==> src/rtl/core/ddnms_pkg.sv <==
package ddnms_pkg;

  // Field widths fixed by the port list
  localparam int COORD_W = 29;
  localparam int SCORE_W = 31;
  localparam int ELEM_W  = 32;
  localparam int AREA_W  = 2 * COORD_W;

  // Input word kinds
  typedef enum logic {
    CMD_ELEMENT = 1'b0,
    CMD_FETCH   = 1'b1
  } ddnms_command_e;

  // Register indexes on the configuration port
  localparam logic [1:0] REG_CLASS_COUNT = 2'd0;
  localparam logic [1:0] REG_NET_WIDTH   = 2'd1;
  localparam logic [1:0] REG_NET_HEIGHT  = 2'd2;
  localparam logic [1:0] REG_SCORE_THR   = 2'd3;

  // Controller to datapath commands
  typedef struct packed {
    logic elem;
    logic fetch_kept;
    logic fetch_cand;
    logic fetch_out;
    logic sel_start;
    logic scan_start;
    logic scan_step;
    logic load_c_rd;
    logic load_c;
    logic area_c;
    logic k_rd;
    logic e_rd;
    logic geom;
    logic mul;
    logic decide;
    logic commit;
  } ddnms_cmd_t;

  // Datapath to controller status
  typedef struct packed {
    logic pipe_busy;
    logic scan_done;
    logic cmp_more;
    logic pass_more;
    logic out_free;
  } ddnms_stat_t;

endpackage

==> src/rtl/core/ddnms_ctrl.sv <==
module ddnms_ctrl
  import ddnms_pkg::*;
(
  input  logic        clk_i,
  input  logic        rst_ni,
  input  logic        in_valid_i,
  input  logic        command_i,
  input  logic        last_of_frame_i,
  input  ddnms_stat_t stat_i,
  output logic        in_stall_o,
  output ddnms_cmd_t  cmd_o
);

  typedef enum logic [3:0] {
    S_IDLE,
    S_DRAIN,
    S_PASS,
    S_SCAN,
    S_CRD,
    S_CLD,
    S_CAREA,
    S_CHECK,
    S_KRD,
    S_ERD,
    S_GEOM,
    S_MUL,
    S_DEC,
    S_FKEPT,
    S_FCAND,
    S_FOUT
  } state_e;

  state_e state_q, state_d;
  logic   take;

  assign take       = (state_q == S_IDLE) && in_valid_i;
  assign in_stall_o = (state_q != S_IDLE);

  // Decode commands and next state
  always_comb begin
    cmd_o   = '0;
    state_d = state_q;
    unique case (state_q)
      S_IDLE: begin
        if (take) begin
          if (command_i == CMD_FETCH) begin
            state_d = S_FKEPT;
          end else begin
            cmd_o.elem = 1'b1;
            if (last_of_frame_i) state_d = S_DRAIN;
          end
        end
      end
      S_DRAIN: begin
        if (!stat_i.pipe_busy) begin
          cmd_o.sel_start = 1'b1;
          state_d = S_PASS;
        end
      end
      S_PASS: begin
        if (stat_i.pass_more) begin
          cmd_o.scan_start = 1'b1;
          state_d = S_SCAN;
        end else begin
          state_d = S_IDLE;
        end
      end
      S_SCAN: begin
        cmd_o.scan_step = 1'b1;
        if (stat_i.scan_done) state_d = S_CRD;
      end
      S_CRD: begin
        cmd_o.load_c_rd = 1'b1;
        state_d = S_CLD;
      end
      S_CLD: begin
        cmd_o.load_c = 1'b1;
        state_d = S_CAREA;
      end
      S_CAREA: begin
        cmd_o.area_c = 1'b1;
        state_d = S_CHECK;
      end
      S_CHECK: begin
        if (stat_i.cmp_more) begin
          state_d = S_KRD;
        end else begin
          cmd_o.commit = 1'b1;
          state_d = S_PASS;
        end
      end
      S_KRD: begin
        cmd_o.k_rd = 1'b1;
        state_d = S_ERD;
      end
      S_ERD: begin
        cmd_o.e_rd = 1'b1;
        state_d = S_GEOM;
      end
      S_GEOM: begin
        cmd_o.geom = 1'b1;
        state_d = S_MUL;
      end
      S_MUL: begin
        cmd_o.mul = 1'b1;
        state_d = S_DEC;
      end
      S_DEC: begin
        cmd_o.decide = 1'b1;
        state_d = S_CHECK;
      end
      S_FKEPT: begin
        cmd_o.fetch_kept = 1'b1;
        state_d = S_FCAND;
      end
      S_FCAND: begin
        cmd_o.fetch_cand = 1'b1;
        state_d = S_FOUT;
      end
      S_FOUT: begin
        if (stat_i.out_free) begin
          cmd_o.fetch_out = 1'b1;
          state_d = S_IDLE;
        end
      end
      default: state_d = S_IDLE;
    endcase
  end

  // Hold state
  always_ff @(posedge clk_i or negedge rst_ni) begin
    if (!rst_ni) begin
      state_q <= S_IDLE;
    end else begin
      state_q <= state_d;
    end
  end

endmodule

==> config.mk <==
export PLATFORM = sky130hd
export DESIGN_NAME = ddnms_ctrl
export DESIGN_NICKNAME = d
export VERILOG_FILES = /design/src/rtl/core/ddnms_pkg.sv /design/src/rtl/core/ddnms_ctrl.sv
export SDC_FILE = /design/constraint.sdc
export NUM_CORES = 1
export LEC_CHECK = 0
export ABC_AREA = 1
export BUFFER_PORTS_ARGS = -buffer_cell sky130_fd_sc_hd__buf_4
export CAP_MARGIN = 10
export CORE_AREA = 2 2 39 41
export CTS_BUF_LIST = sky130_fd_sc_hd__clkbuf_8 sky130_fd_sc_hd__clkbuf_16
export CTS_CLUSTER_DIAMETER = 60
export CTS_CLUSTER_SIZE = 28
export DETAILED_ROUTE_END_ITERATION = 8
export DIE_AREA = 0 0 41 43
export PLACE_DENSITY = 0.66
export SLEW_MARGIN = 20
export SYNTH_ARGS = -nofsm -noshare
export SYNTH_HDL_FRONTEND = slang
export SYNTH_SLANG_ARGS = --single-unit
==> constraint.sdc <==
create_clock -name clk_i -period 1.5 [get_ports clk_i]
set_input_delay 0.3 -clock clk_i [delete_from_list [all_inputs] [get_ports clk_i]]
set_output_delay 0.3 -clock clk_i [all_outputs]
set_load 0.02 [all_outputs]
# Yosys cells after proc, flatten, opt, wreduce, memory -nomap -nowiden
# Cells that the tools add are included.
# word_totals
input_bits,10
register_bits,4
out_inout_bits,17
# op_classes
eq_ne,20
muxes,31
n_reduce_logical,5
# op_table
cell,n
4-bit case mux with 15 select lines,1
4-bit == test (second input constant),8
4-bit 2-to-1 mux,7
1-bit 2-to-1 mux,22
4-bit by 3-bit == test with 1-bit output (second input constant),4
4-bit by 2-bit == test with 1-bit output (second input constant),2
2-bit inequality test (second input constant),4
5-bit AND reduction,1
4-bit by 1-bit == test with 1-bit output (second input constant),1
4-bit logical NOT,1
4-bit nonzero test,1
3-bit inequality test (second input constant),1
2-bit 2-to-1 mux,1
2-bit OR reduction,1
1-bit logical AND,1

# Depth between registers and ports, before layout
# Gate-level depths: netlist of the first run.
# depth
ltp_word,4
mapped_depth,9
ltp_nobuf,9

# Least setup slack after synthesis of the first run
# OpenSTA, ideal clock, no wires.
# synth_timing
path_type,register to output
start,register state_q[2]
end,output port cmd_o[15] in the netlist's numbering
required_time_ns,1.200
path_buffers,0
arrival_time_ns,1.248
path_slack_ns,-0.048
path_stages_with_launch,4
cell_sequence,dfrtp_1 > nor2_2 > nand2_2 > nor3_1
# synth_rtl
element,line_no,rtl
"start, declared",ddnms_ctrl.sv:33,"state_e state_q, state_d;"
"start signal, assigned",ddnms_ctrl.sv:135,state_q <= state_d;
"end, declared",ddnms_ctrl.sv:11,output ddnms_cmd_t cmd_o

==> impl_metrics.py, run 1 <==
metrics = {
    "floorplanning": {
        "placementRows": 14,
        "num_io_pins": 27,
        "fp.dieArea_um2": 1760,
        "floorplan.die.width_um": 41,
        "initial_utilization_pct": 33.2,
        "die_y_um": 43,
        "coreArea_um2": 1380,
    },
    "sta": {
        "max_slew_margin_pct": 81.3,
        "final_min_period_over_clock_period_pct": 98.8,
        "finalHoldViolations": 0,
        "clock-skew-final_ns": 0.00158,
        "rsz0062_at_grt": "yes",
        "worst_pin_slew_ns": 0.279,
        "timing.final.max_slew_violations": 0,
        "finalSetupViolCount": 0,
        "final.min_clock_period_ns": 1.48,
        "max_freq_mhz": 675,
        "setup_tns_ns": 0,
    },
    "cts": {
        "insertion_delay_ns": 0.21,
        "max-clock-path-buffers": 2,
        "clock-root-buffer": "clkbuf_8",
        "cts_buffers": 3,
        "clock_tree_from_tritoncts": "built",
        "cts_htree_levels": 1,
        "clk_pin_slew_worst_paths_ns": 0.03,
        "clock_sinks": 4,
    },
    "place": {
        "globalplace.congestion": 0.881,
        "buffer_ports.inserted": 26,
        "detailedPlacementHpwl_um": 1050,
    },
    "setup_path": {
        "critical_path_peak_fanout": 5,
        "reg2reg_slack_ns": 0.21,
        "worst_path_largest_cell_delay_ns": 0.44,
        "r2r_cells": 7,
        "worstSetupStartpointType": "register",
        "crit_required_ns": 1.20,
        "worstPathCellList": "nor2_4, nand2_2, nor3_2, buf_4",
        "cp.buffers_inverters": 1,
        "crit_path_end": "cmd_o[15]",
        "crit_family": "flip-flops",
        "r2r_start": "state_q[3]",
        "worstSetupPathDepth": 4,
        "critical_path_class": "register to output port",
        "startpoint": "state_q[3]",
        "crit-reg2reg-capture": "state_q[2]",
        "timing.critical_path.arrival_ns": 1.18,
        "cpMaxStageDelayCell": "dfrtp_2",
        "endpoint_kind": "output port",
    },
    "pwr": {
        "share_clk_of_total_power_pct": 13.4,
        "switching_share_pct": 52.9,
        "internal_power_mw": 0.771,
        "p_seq_share_pct": 17.9,
        "design_power_total_mw": 1.64,
        "power.combinational.fraction_pct": 68.7,
        "vdd.ir_drop.worst_mv": 1.17,
        "netSwitchingPower_mw": 0.866,
        "p_leak_nw": 0.445,
        "power_density_nw_per_um2": 2000,
    },
    "global_route": {
        "number_of_global_route_vias_before_repair": 541,
        "globalRouteTotalUtil_pct": 16.8,
        "grt.overflow.total": 0,
        "grt_first_pass_wirelength_um": 2030,
        "antenna_found_initial": 0,
        "grt_max_degree": 8,
    },
    "final_layout": {
        "design.final.nets": 128,
        "drive_above_1_share_pct": 56.9,
        "registers.top_by_ff_count": "state_q",
        "final.fill_count": 138,
        "largest_register_ffs": 4,
        "multiInputGateArea_um2": 358,
        "area_delta_synth_final_pct": 78.2,
        "seq_area_um2": 105,
        "num_antenna_cells": 0,
        "biggestRegsByFlops": "state_q x4",
    },
    "synthesis": {
        "synthesis.yosys.warnings": 0,
        "post-synth-top-area-cell": "dfrtp_1",
        "netlist_area_um2": 459,
        "synth.avg_cell_area_um2": 5.53,
        "synth_seq_cells": 4,
        "syn_nets": 93,
        "synthDominantCellAreaShare_pct": 21.8,
        "seq_area_frac_synth_pct": 21.8,
        "synth_cells": 83,
        "synthTopCellsByArea": "dfrtp_1 (22%), nor2_1 (17%), nand2_1 (11%), nand2_2 (11%), inv_1 (9.8%)",
        "netlist-cell-type-count": 15,
    },
    "worst_hold_path": {
        "timing.hold.worst.class": "primary input to register",
    },
    "run_status": {
        "outcome": "finished clean",
    },
    "route": {
        "drtIter0Drc": 18,
        "wl_per_cell_um": 11.4,
        "antenna_violating_nets_post_route": 0,
        "first_pass_iters": 5,
        "remaining_drc_errors": 0,
        "vias_after_detailed_routing": 628,
        "route.detailed.vias_per_inst": 4.76,
        "totalWireLength_um": 1500,
    },
    "flow_run": {
        "timing.max_cap.violations": 0,
    },
}
per-stage QoR:
stage / cells / worst slack [ns] / utilization, % / instance area (µm²) / hold WS, ns
2_1_floorplan: 83 / 0.0836 / - / 464 / 0.00441
3_3_place_gp: 125 / 0.187 / 49.1 / 679 / 0.0958
3_5_place_dp: 125 / 0.167 / 49.1 / 679 / 0.0961
4_1_cts: 129 / -0.00200 / 54.6 / 756 / 0.339
5_1_grt: 132 / -0.0656 / 59.1 / 818 / 0.349
6_report: 132 / 0.0187 / 59.1 / 818 / 0.336
final cells by class:
| cell class | count | share of cell area [%] |
|---|---|---|
| multi-input cells | 64 | 43.7 |
| repair buffers | 30 | 28.7 |
| flip-flops and latches | 4 | 12.8 |
| inverters | 15 | 7.19 |
| clock buffers | 3 | 5.05 |
| well taps | 16 | 2.45 |
power by group through the flow:
| stage | Clock, mW | Sequential (mW) | Combinational (mW) |
|---|---|---|---|
| after global routing | 0.237 | 0.301 | 1.22 |
| after floorplan | 0 | 0.232 | 0.647 |
| after global placement | 0 | 0.246 | 0.914 |
| after detailed placement | 0 | 0.245 | 0.915 |
| final | 0.218 | 0.293 | 1.12 |
| after CTS | 0.225 | 0.266 | 0.960 |
tightest hold or removal path, stage by stage:
cell and delay (ns):
buf_4 0.08, nand2_1 0.05, nand4_1 0.08
layer usage:
metal | part of all wire [%] | vias up | wire length [µm] | track usage (%)
li1 | - | 325 | - | -
met1 | 38 | 278 | 572 | 19.7
met2 | 56 | 23 | 846 | 29.4
met3 | 4.5 | 2 | 68 | 1.57
met4 | 0.93 | 0 | 14 | 6.00
met5 | 0 | - | 0 | 0
cell usage in the layout, fill, tap and decap left out, drive strengths merged, types with 3 or more instances in the layout:
cell type  netlist  final
a21oi            4      4
buf              0     29
clkbuf           0      3
dfrtp            4      4
inv             15     15
nand2           22     22
nand3            6      6
nor2            25     25
nor3             3      3
timing repair:
item | CTS | global route
pin swaps | 1 | 4
hold buffers | 1 | 0
gates resized for setup | 9 | 15
cloned | 0 | 0
endpoints found under the setup margin | 4 | 13
buffers inserted | 0 | 3
hold endpoints to repair | 4 | 0
cell usage after synthesis:
master	n
nor2_2	4
nand2_2	8
inv_2	3
nor3_1	3
dfrtp_1	4
nand3b_1	1
inv_1	12
nand3_1	5
nand3_2	1
nor2_1	21
o31ai_1	1
nand2_1	14
a21oi_1	4
nand4_1	1
o21ai_0	1
cells by family after synthesis:
kind of cell	synth area share [%]
simple gates	58.9
buf+inv	12.3
compound gates	7.08
flops	21.8
worst min path at each step:
stage                 endpoint  startpoint  cells after the start  slack (ns)
floorplan           state_q[0]      rst_ni                      0       0.004
global placement    state_q[3]      rst_ni                      1         0.1
detailed placement  state_q[1]      rst_ni                      1         0.1
CTS                 state_q[3]   stat_i[2]                      3        0.34
global route        state_q[3]   stat_i[2]                      3        0.35
finish              state_q[3]   stat_i[2]                      3        0.34
(Power assumes the default switching activity.)
==> run 2: changes to the inputs <==
==> constraint.sdc (replaced) <==
create_clock -name clk_i -period 1.5 [get_ports clk_i]
set_input_delay 0.15 -clock clk_i [delete_from_list [all_inputs] [get_ports clk_i]]
set_output_delay 0.15 -clock clk_i [all_outputs]
set_load 0.02 [all_outputs]
==> run 2 against run 1 <==
  * Sequential power shrank 13%
  * Critical path depth grew 2
  * Core utilization shrank 5.9 points
  * Non-clock buffer count shrank 3
  * Worst setup slack gained 0.059 ns
  * Critical path type unchanged
  * Register-to-register slack is essentially flat
  * Clock skew grew 0.0029 ns
  * Count of clock-buffer cells in the layout is the same
  * Combinational power shrank 17%
  * Clock power grew 6%
  * Design area shrank 9.9%
  * Cell count shrank 2.3%
==> impl_metrics.py, run 2 (synthesis results as in run 1) <==
metrics = {
    "place": {
        "detailedPlacementHpwl_um": 1090,
        "buffer_ports.inserted": 26,
        "globalplace.congestion": 0.828,
        "placement.cell_area_um2": 674,
    },
    "sta": {
        "worst_pin_slew_ns": 0.250,
        "timing.final.max_slew_violations": 0,
        "max_freq_mhz": 703,
        "finalSetupViolCount": 0,
        "max_slew_margin_pct": 83.4,
        "clock-skew-final_ns": 0.00450,
        "rsz0062_at_grt": "no",
        "final.min_clock_period_ns": 1.42,
        "setup_tns_ns": 0,
        "finalHoldViolations": 0,
        "final_min_period_over_clock_period_pct": 94.8,
    },
    "setup_path": {
        "worstSetupStartpointType": "register",
        "reg2reg_slack_ns": 0.20,
        "critical_path_class": "register to output port",
        "timing.critical_path.arrival_ns": 1.27,
        "crit_required_ns": 1.35,
        "endpoint_kind": "output port",
        "critical_path_peak_fanout": 5,
        "worstPathCellList": "inv_1, nand2_1, nor2_2, nand2_2, inv_1, buf_4",
        "crit-reg2reg-capture": "state_q[3]",
        "cpMaxStageDelayCell": "dfrtp_2",
        "crit_path_frequent_cell": "inv_1",
        "r2r_cells": 7,
        "r2r_start": "state_q[2]",
        "worst_path_largest_cell_delay_ns": 0.44,
    },
    "route": {
        "wl_per_cell_um": 10.4,
        "vias_after_detailed_routing": 630,
        "antenna_violating_nets_post_route": 0,
        "totalWireLength_um": 1350,
        "remaining_drc_errors": 0,
        "route.detailed.vias_per_inst": 4.88,
        "first_pass_iters": 4,
        "drtIter0Drc": 7,
    },
    "flow_run": {
        "timing.max_cap.violations": 0,
    },
    "cts": {
        "clock_tree_from_tritoncts": "built",
        "cts_post_setup_buffers_inserted": 0,
        "cts_buffers": 3,
        "clock-root-buffer": "clkbuf_8",
        "insertion_delay_ns": 0.22,
        "clock_sinks": 4,
        "clk_pin_slew_worst_paths_ns": 0.03,
        "cts_htree_levels": 1,
        "max-clock-path-buffers": 2,
    },
    "final_layout": {
        "design.final.nets": 125,
        "mostFrequentLayoutCells": "buf_4 (26), nor2_1 (21), nand2_1 (14)",
        "final.fill_count": 134,
        "num_antenna_cells": 0,
        "layout_commonest_cell": "buf_4",
        "stdcell_area_um2": 737,
        "drive_above_1_share_pct": 41.6,
        "registers.top_by_ff_count": "state_q",
        "biggestRegsByFlops": "state_q x4",
        "largest_register_ffs": 4,
        "area_delta_synth_final_pct": 60.5,
    },
    "floorplanning": {
        "die_y_um": 43,
        "fp.dieArea_um2": 1760,
        "num_io_pins": 27,
        "initial_utilization_pct": 33.2,
        "floorplan.die.width_um": 41,
        "coreArea_um2": 1380,
        "placementRows": 14,
    },
    "pwr": {
        "switching_share_pct": 52.5,
        "vdd.ir_drop.worst_mv": 1.01,
        "share_clk_of_total_power_pct": 16.2,
        "internal_power_mw": 0.673,
        "power.combinational.fraction_pct": 65.7,
        "power_density_nw_per_um2": 1920,
        "p_leak_nw": 0.424,
        "p_seq_share_pct": 18.0,
        "netSwitchingPower_mw": 0.745,
    },
    "global_route": {
        "number_of_global_route_vias_before_repair": 552,
        "grt_first_pass_wirelength_um": 2100,
        "grt_max_degree": 8,
        "antenna_found_initial": 0,
        "globalRouteTotalUtil_pct": 17.4,
        "grt.overflow.total": 0,
    },
    "run_status": {
        "outcome": "finished clean",
    },
    "worst_hold_path": {
        "hold_sp": "stat_i[2]",
        "min_to": "state_q[3]",
        "timing.hold.worst.class": "primary input to register",
        "hold_depth": 3,
    },
}
run 2: repair_timing:
action | CTS | global route
endpoints found under the hold margin | 4 | 0
gates cloned | 0 | 0
setup endpoints to repair | 1 | 3
hold buffers | 1 | 0
resized for setup | 1 | 2
pin swaps | 0 | 1
run 2: routing by layer:
| metal | track usage (%) | share of wire [%] | up-vias | wire, µm |
|---|---|---|---|---|
| li1 | - | - | 315 | - |
| met1 | 19.1 | 42 | 289 | 561 |
| met2 | 30.0 | 48 | 23 | 651 |
| met3 | 6.28 | 8.9 | 3 | 120 |
| met4 | 4.00 | 0.89 | 0 | 12 |
| met5 | 0 | 0 | - | 0 |
run 2: power groups by stage:
stage                     logic (mW)  clock network [mW]  registers, mW
after floorplan                0.645                   0          0.232
after global placement         0.911                   0          0.243
after detailed placement       0.916                   0          0.245
after CTS                      0.928               0.235          0.253
after global routing            1.03               0.240          0.266
final                          0.932               0.230          0.256
run 2: worst max path at each step:
stage,start,endpoint,slack (ns),cells past startpoint
detailed placement,state_q[2],state_q[2],0.19,7
global placement,state_q[2],state_q[2],0.20,7
finish,state_q[3],cmd_o[0],0.08,6
floorplan,state_q[2],cmd_o[15],0.10,3
global route,state_q[2],cmd_o[15],0.01,4
CTS,state_q[2],cmd_o[15],0.06,4
run 2: metrics by stage:
stage / setup slack (ns) / instances / total power [mW] / util, % / hold WS (ns)
finish: 0.0773 / 129 / 1.42 / 53.3 / 0.188
global route: 0.0124 / 129 / 1.54 / 53.3 / 0.214
CTS: 0.0563 / 129 / 1.42 / 52.8 / 0.192
detailed placement: 0.195 / 125 / 1.16 / 48.7 / -0.0526
global placement: 0.198 / 125 / 1.15 / 48.7 / -0.0515
floorplan: 0.102 / 83 / 0.877 / - / -0.146
run 2: final cells by class:
type	instances	area (µm²)	area share, %
tap	16	20.0	2.72
multi-input combinational	64	313	42.4
sequential	4	101	13.8
timing repair buffer	27	205	27.8
clock buffer	3	41.3	5.60
inverter	15	56.3	7.64
run 2: critical path: cells and delay by family (launching register included):
family	cells	cell delay, ns
buffers and inverters	3	0.27
flip-flops	1	0.44
AND/OR/NAND/NOR	3	0.34
